**config.mk**
```make
export PLATFORM = sky130hd
export DESIGN_NAME = qla_div
export DESIGN_NICKNAME = d
export VERILOG_FILES = /design/src/design/qla_pkg.sv /design/src/design/qla_div.sv
export SDC_FILE = /design/constraint.sdc
export NUM_CORES = 1
export LEC_CHECK = 0
export BUFFER_PORTS_ARGS = -buffer_cell sky130_fd_sc_hd__buf_2
export CAP_MARGIN = 20
export CORE_MARGIN = 2
export CORE_UTILIZATION = 60
export CTS_BUF_LIST = sky130_fd_sc_hd__clkbuf_4
export DETAILED_ROUTE_END_ITERATION = 16
export GPL_TIMING_DRIVEN = 0
export PLACE_DENSITY = 0.89
export SETUP_SLACK_MARGIN = 0.15
export SYNTH_ARGS = -nofsm -noshare
export SYNTH_HDL_FRONTEND = slang
export SYNTH_SLANG_ARGS = --single-unit
```
**constraint.sdc**
```tcl
create_clock -name clk_i -period 5.96 [get_ports clk_i]
set_clock_uncertainty 0.05 [all_clocks]
set_input_delay 0.596 -clock clk_i [delete_from_list [all_inputs] [get_ports clk_i]]
set_output_delay 0.596 -clock clk_i [all_outputs]
set_load 0.1 [all_outputs]
```
**src/design/qla_pkg.sv**
```systemverilog
// Shared constants, types and request/response structs of the Q-learning agent.
package qla_pkg;

  localparam int MaxStates  = 4096;
  localparam int MaxActions = 9;
  localparam int ValueBits  = 32;
  localparam int StateW     = $clog2(MaxStates);
  localparam int ColW       = $clog2(MaxActions);
  localparam int ActW       = 4;
  localparam int MaxJoints  = (MaxActions - 1) / 2;

  localparam int CfgIdxW  = 3;
  localparam int CfgDataW = 20;

  localparam logic [CfgIdxW-1:0] CfgLearnRate   = 3'd0;
  localparam logic [CfgIdxW-1:0] CfgDiscount    = 3'd1;
  localparam logic [CfgIdxW-1:0] CfgMovePenalty = 3'd2;
  localparam logic [CfgIdxW-1:0] CfgJointCount  = 3'd3;
  localparam logic [CfgIdxW-1:0] CfgAngleSteps  = 3'd4;

  localparam logic [16:0] RouletteScale = 17'd100000;
  localparam logic [16:0] UnitQ16       = 17'd65536;

  // shared divider: quotient known to fit DivQuoW bits
  localparam int DivNumW = 48;
  localparam int DivDenW = 35;
  localparam int DivQuoW = 17;

  typedef logic [ValueBits-1:0] value_t;
  typedef value_t [MaxActions-1:0] row_t;

  typedef struct packed {
    logic                 rd_en;
    logic [StateW-1:0]    rd_addr;
    logic                 wr_en;
    logic [StateW-1:0]    wr_addr;
    logic [ColW-1:0]      wr_col;
    value_t               wr_data;
  } tbl_req_t;

  typedef struct packed {
    logic               start;
    logic [DivNumW-1:0] num;
    logic [DivDenW-1:0] den;
  } div_req_t;

  typedef struct packed {
    logic               done;
    logic               busy;
    logic [DivQuoW-1:0] quo;
    logic [DivDenW-1:0] rem;
  } div_rsp_t;

endpackage

```
**src/design/qla_div.sv**
```systemverilog
// Restoring divider, one quotient bit per cycle.
module qla_div import qla_pkg::*; (
  input  logic     clk_i,
  input  logic     rst_ni,
  input  div_req_t req_i,
  output div_rsp_t rsp_o
);

  localparam int CntW = $clog2(DivQuoW + 1);

  logic               busy_q, done_q;
  logic [CntW-1:0]    cnt_q;
  logic [DivDenW-1:0] rem_q, den_q;
  logic [DivQuoW-1:0] low_q, quo_q;
  logic [DivDenW:0]   trial;
  logic               qbit;
  logic [DivDenW-1:0] rem_d;

  always_comb begin
    trial = {rem_q, low_q[DivQuoW-1]};
    qbit  = trial >= {1'b0, den_q};
    rem_d = qbit ? DivDenW'(trial - {1'b0, den_q}) : trial[DivDenW-1:0];
  end

  always_ff @(posedge clk_i or negedge rst_ni) begin
    if (!rst_ni) begin
      busy_q <= 1'b0;
      done_q <= 1'b0;
      cnt_q  <= '0;
      rem_q  <= '0;
      den_q  <= '0;
      low_q  <= '0;
      quo_q  <= '0;
    end else if (req_i.start) begin
      busy_q <= 1'b1;
      done_q <= 1'b0;
      cnt_q  <= CntW'(DivQuoW);
      // upper bits are below the divisor by precondition
      rem_q  <= DivDenW'(req_i.num >> DivQuoW);
      low_q  <= req_i.num[DivQuoW-1:0];
      den_q  <= req_i.den;
      quo_q  <= '0;
    end else if (busy_q) begin
      rem_q <= rem_d;
      low_q <= {low_q[DivQuoW-2:0], 1'b0};
      quo_q <= {quo_q[DivQuoW-2:0], qbit};
      cnt_q <= cnt_q - 1'b1;
      if (cnt_q == CntW'(1)) begin
        busy_q <= 1'b0;
        done_q <= 1'b1;
      end
    end else begin
      done_q <= 1'b0;
    end
  end

  assign rsp_o.done = done_q;
  assign rsp_o.busy = busy_q;
  assign rsp_o.quo  = quo_q;
  assign rsp_o.rem  = rem_q;

endmodule
```
; After elaboration in Yosys (flattened, before gate mapping)
; Index checks and enable logic that the tools add are counted.
[totals]
regBits = 111
latch_bits = 0
ram_bits = 0
romBits = 0
inputBits = 86
output_inout_bits = 54
elab_cells = 28
n_memories = 0
[op_classes]
addsub = 2
mul = 0
div = 0
order_cmp = 1
eq_ne = 2
n_shift = 0
muxes = 15
bitwise_logic = 0
n_reduce_logical = 1
[ops]
columns = op, n
row1 = $mux 35, 3
row2 = $mux 17, 4
row3 = $ge 36x35->1, 1
row4 = $sub 35x35->35, 1
row5 = $mux 5, 2
row6 = $mux 1, 6
row7 = $eq 5x1->1 const B, 1
row8 = $sub 5x1->5 const B, 1
row9 = $ne 3x2->1 const B, 1
row10 = $reduce_bool 2->1, 1

; Logic depth before layout (Yosys ltp)
[depth]
word_depth = 4
mapped_depth = 14
depth_no_buf = 12

; Worst setup path before layout
; No wires, ideal clock.
[synth_path]
path_type = register to register
start = reg rem_q[0]
end = reg rem_q[11]
setup_time_ns = 0.145
t_arrival_ns = 3.271
required_ns = 5.765
path_slack_ns = 2.495
stages_incl_launch_ff = 13
n_path_buf = 1
period_less_slack_ns = 3.465
path_cell_list = dfrtp_1 inv_1 fa_1 nand2b_1 a21o_1 a31oi_4 a31o_4 o21ai_4 o211ai_2 buf_2 a211oi_1 a311oi_2 o31ai_2
[synth_between]
elab_chain_len = 4
word_cells_on_any_way = 5
cone_classes = 1 x add/sub / 1 x order compare / 3 x mux
[synth_lines]
columns = element, line_no
row1 = from (decl), qla_div.sv:13  ; logic [DivDenW-1:0] rem_q, den_q;
row2 = from (signal assigned), qla_div.sv:39  ; rem_q <= DivDenW'(req_i.num >> DivQuoW);
row3 = from (signal assigned), qla_div.sv:44  ; rem_q <= rem_d;
row4 = $sub 35x35->35 or $ge 36x35->1 (tied branches), "qla_div.sv:22, qla_div.sv:21"
row5 = $mux 35 *, qla_div.sv:22  ; rem_d = qbit ? DivDenW'(trial - {1'b0, den_q}) : trial[DivDenW-1:0];
row6 = $mux 35 *, qla_div.sv:43  ; end else if (busy_q) begin
row7 = $mux 35 *, qla_div.sv:34  ; end else if (req_i.start) begin
; Mark *: on every way between the ends. The rest lies on a longest branch, timed or not. The select of a mux whose other input is x is not followed.
; A chain may end at the register's enable or synchronous reset.

; Final worst setup path
[layout_path]
start = reg den_q[0]
end = reg rem_q[0]
[layout_between]
elab_chain_len = 4
word_cells_on_any_way = 5
cone_classes = 1 x add/sub / 1 x order compare / 3 x mux
[layout_lines]
columns = element, line_no
row1 = from (decl), qla_div.sv:13
row2 = from (signal assigned), qla_div.sv:41  ; den_q <= req_i.den;
row3 = $sub 35x35->35 or $ge 36x35->1 (tied branches), "qla_div.sv:22, qla_div.sv:21"
row4 = $mux 35 *, qla_div.sv:22
row5 = $mux 35 *, qla_div.sv:43
row6 = $mux 35 *, qla_div.sv:34
; Marks and branches as above.

==> results by group <==
Synthesis
  – Syn avg cell area: 9.01 sq um
  – Sequential fraction of the synthesis area: 37.2%
  – Post-synthesis register bit count: 111
  – Number of library cell types mapped by synthesis: 72
  – Post-Synth Adder-Cell Area: 6.46%
  – YS warnings: 0
  – Post-synth EDFFs: 0
  – Most common cell in the netlist: nand2_1
  – Simple-gate share of the synthesized area: 14.5%
  – Synthesized netlist net count: 954
  – Post-synthesis xor/xnor area fraction: 3.51%
  – Synth Area in Compound Gates: 26.8%
  – Mux share of post-synthesis cell area: 4.57%
  – Largest family of logic cells by synthesized area: compound AO/OA/AOI/OAI gates
  – Mapped Area: 7480 sq um
  – Post-synth top area share: 37.2%
  – Top post-synthesis cells by count: nand2_1 (119), dfrtp_1 (111), inv_1 (70)
  – Largest area contributor in the netlist: dfrtp_1
  – Post-Synthesis Cells: 830
  – Most used DFF post-synth: dfrtp_1
  – FFs w/ async S/R, synth: 100%
  – Largest cells by area after synthesis: dfrtp_1 (37%), ha_1 (6.2%), nand2_1 (6.0%), o21ai_0 (4.6%), mux2i_1 (4.4%)

Run
  – Max cap viols: 0

Layout
  – N_diodes: 0
  – Total Nets Final: 1105
  – Fill cells: 990
  – Multi-input gate area: 4170 sq um
  – Final Instance Area: 8580 sq um
  – Layout cell share with drive strength beyond 1: 24.1%
  – Area Overhead vs Synth: 14.8%
  – Register area: 2780 sq um

Placed design
  – Placer Congestion: 0.941
  – Post-DP Area: 8410 sq um
  – Number of port buffers: 138
  – Hpwl dp: 15100 um

STA
  – Setup Total Neg Slack: 0 ps
  – Worst-margin pin slew: 839 ps
  – Slew HR: 44.1%
  – Fmax achieved: 301 MHz
  – Fin crit period: 3320 ps
  – Final hold vios: 0
  – Count of pins over their slew limit: 0
  – Period utilization: 55.7%
  – Finish-stage setup viols: 0
  – RSZ-0062 raised after global routing: no

Worst setup path
  – CP Class: flop to flop
  – Startpoint Class: flop
  – CP required: 6320 ps
  – CP cell instances: ha_1 > fa_1 > nand2b_1 > a21o_1 > a31oi_4 > a31o_4 > o21ai_4 > o211ai_2 > buf_2 > a211oi_1 > a211oi_1 > o31ai_1
  – R2R depth: 12
  – Reg-to-reg critical path startpoint: den_q[0]
  – Reg2reg setup slack: 2640 ps
  – Crit path max fanout: 10
  – Worst r2r dst: rem_q[0]
  – Critical-path top delay cell: dfrtp_1
  – Cell mode on critical path: a211oi_1
  – Critical path arrival: 3670 ps
  – Slowest cell delay on critical path: 440 ps
  – Crit end category: flop

Floorplan
  – Die Y: 116 um
  – Die width: 116 um
  – Core Area: 12100 sq um
  – Starting Density: 61.7%
  – Total die area: 13400 sq um
  – Top Ports: 140
  – Row cnt: 40

Power
  – Internal cell power: 2.25 mW
  – Total power: 5.20 mW
  – Sequential group share of total power: 21.4%
  – Pwr dens: 606 nW/um^2
  – VDD IR max: 372 uV
  – Leak: 4.30 nW
  – Clk pwr share: 8.2%
  – Combinational Power Share: 70.4%
  – Sw Share: 56.8%
  – Switching power: 2.95 mW

Min path
  – Hold wc startpoint: req_i[7]
  – Hold Path Sink: den_q[7]
  – Hold depth: 3
  – Worst hold path type: input port to flop

Clocking
  – Clock Path Buffers: 2
  – TritonCTS Buffers: 9
  – Hold_buf cts: 1
  – Root buf cell: clkbuf_4
  – PostCTS Resize Cnt: 0
  – Clock Sinks: 111
  – Skew-Pair Late Insertion Delay: 520 ps
  – H-tree depth: 3
  – CTS tree: yes
  – Worst-path clk slew: 190 ps
  – Post-CTS Setup Bufs: 0

Detailed routing
  – DR vias/cell: 5.95
  – TritonRoute pass-1 iters: 6
  – WL per Instance: 17.6 um
  – First DRT Iteration DRCs: 544
  – Remaining DRCs: 0
  – Vias: 6870
  – Routed WL: 20300 um
  – Antenna viol nets, final: 0

GRT
  – Gr ovfl total: 0
  – Vias in the first global route: 6651
  – Global-route wire length before repair: 32600 um
  – GRT Resource Usage Total: 31.2%
  – Initial antenna violation count: 0
  – Largest net degree at the start of global routing: 74

Outcome
  – Status: complete, no violations
[state kept, by name, indices dropped and copies added (netlist names)]
signal / flops
cnt_q: 5
den_q: 35
busy_q: 1
quo_q: 17
low_q: 17
done_q: 1
rem_q: 35
[per-layer routing]
| layer | global-route usage [%] | wire length, um | up-vias |
|---|---|---|---|
| li1 | - | - | 3229 |
| met3 | 7.58 | 1610 | 54 |
| met4 | 11.4 | 651 | 0 |
| met5 | 0 | 0 | - |
| met2 | 50.4 | 9520 | 305 |
| met1 | 41.0 | 8490 | 3282 |
[per-stage QoR]
stage	instances	util (%)	hold slack [ps]	worst slack, ps
after floorplan	830	-	250	2490
after global placement	1136	69.2	448	2760
after CTS	1154	70.9	188	2700
after detailed placement	1137	69.4	450	2750
final	1154	70.9	209	2640
after global routing	1154	70.9	190	2530
[how the worst max path moves through the flow]
| stage | endpoint | from | slack, ps |
|---|---|---|---|
| 2_1_floorplan | rem_q[11] | rem_q[0] | 2490 |
| 5_1_grt | rem_q[11] | den_q[0] | 2530 |
| 3_3_place_gp | rem_q[0] | den_q[0] | 2760 |
| 6_report | rem_q[0] | den_q[0] | 2640 |
| 3_5_place_dp | rem_q[0] | low_q[16] | 2750 |
| 4_1_cts | rem_q[11] | den_q[0] | 2700 |
[critical path, delay by kind of cell, from the launching register on]
kind	cells	cell delay [ps]
flip-flops	1	440
AND/OR/NAND/NOR	1	200
AO/OA/AOI/OAI	8	1600
buffers and inverters	1	290
adder cells (fa/ha/maj)	2	620
[cell families after synthesis]
| logic type | Yosys count |
|---|---|
| buffers and inverters | 125 |
| flip-flops | 111 |
| multiplexers | 34 |
| XOR/XNOR | 30 |
| AO/OA/AOI/OAI | 251 |
| adder cells (fa/ha/maj) | 38 |
| AND/OR/NAND/NOR | 241 |
[area by class of cell]
cell class / instances / share of cell area [%]
clock buffer: 9 / 0.787
sequential: 111 / 32.4
multi-input combinational: 594 / 48.6
buffer: 54 / 3.02
clock inverter: 7 / 1.15
timing repair buffer: 140 / 8.51
inverter: 71 / 3.10
tap: 168 / 2.45
[power by group through the flow]
stage / Sequential, mW / Clock (mW) / Combinational (mW)
after detailed placement: 1.12 / 0 / 3.59
after CTS: 1.11 / 0.436 / 3.61
after global placement: 1.12 / 0 / 3.54
after floorplan: 1.94 / 0 / 2.09
after global routing: 1.13 / 0.463 / 3.90
final: 1.11 / 0.428 / 3.66
[placed cells by master (no fill, tap or decap), drive strengths merged, types with 4 or more instances in the layout]
cell       n
buf      157
o221ai     5
xor2       7
dfrtp    111
o21a       9
nand3      7
xnor2     23
nand4      6
mux2i     33
inv       74
a211oi    48
o21bai     7
o31ai     23
nor2      60
a21oi     33
nand2    120
and3      10
clkbuf    45
a31oi      8
o21ai     72
nor2b      4
o211ai     5
or3        4
nor3       8
a2bb2oi    5
a21o      11
ha        37
nand2b     7
Power figures use the tool's default switching activity.
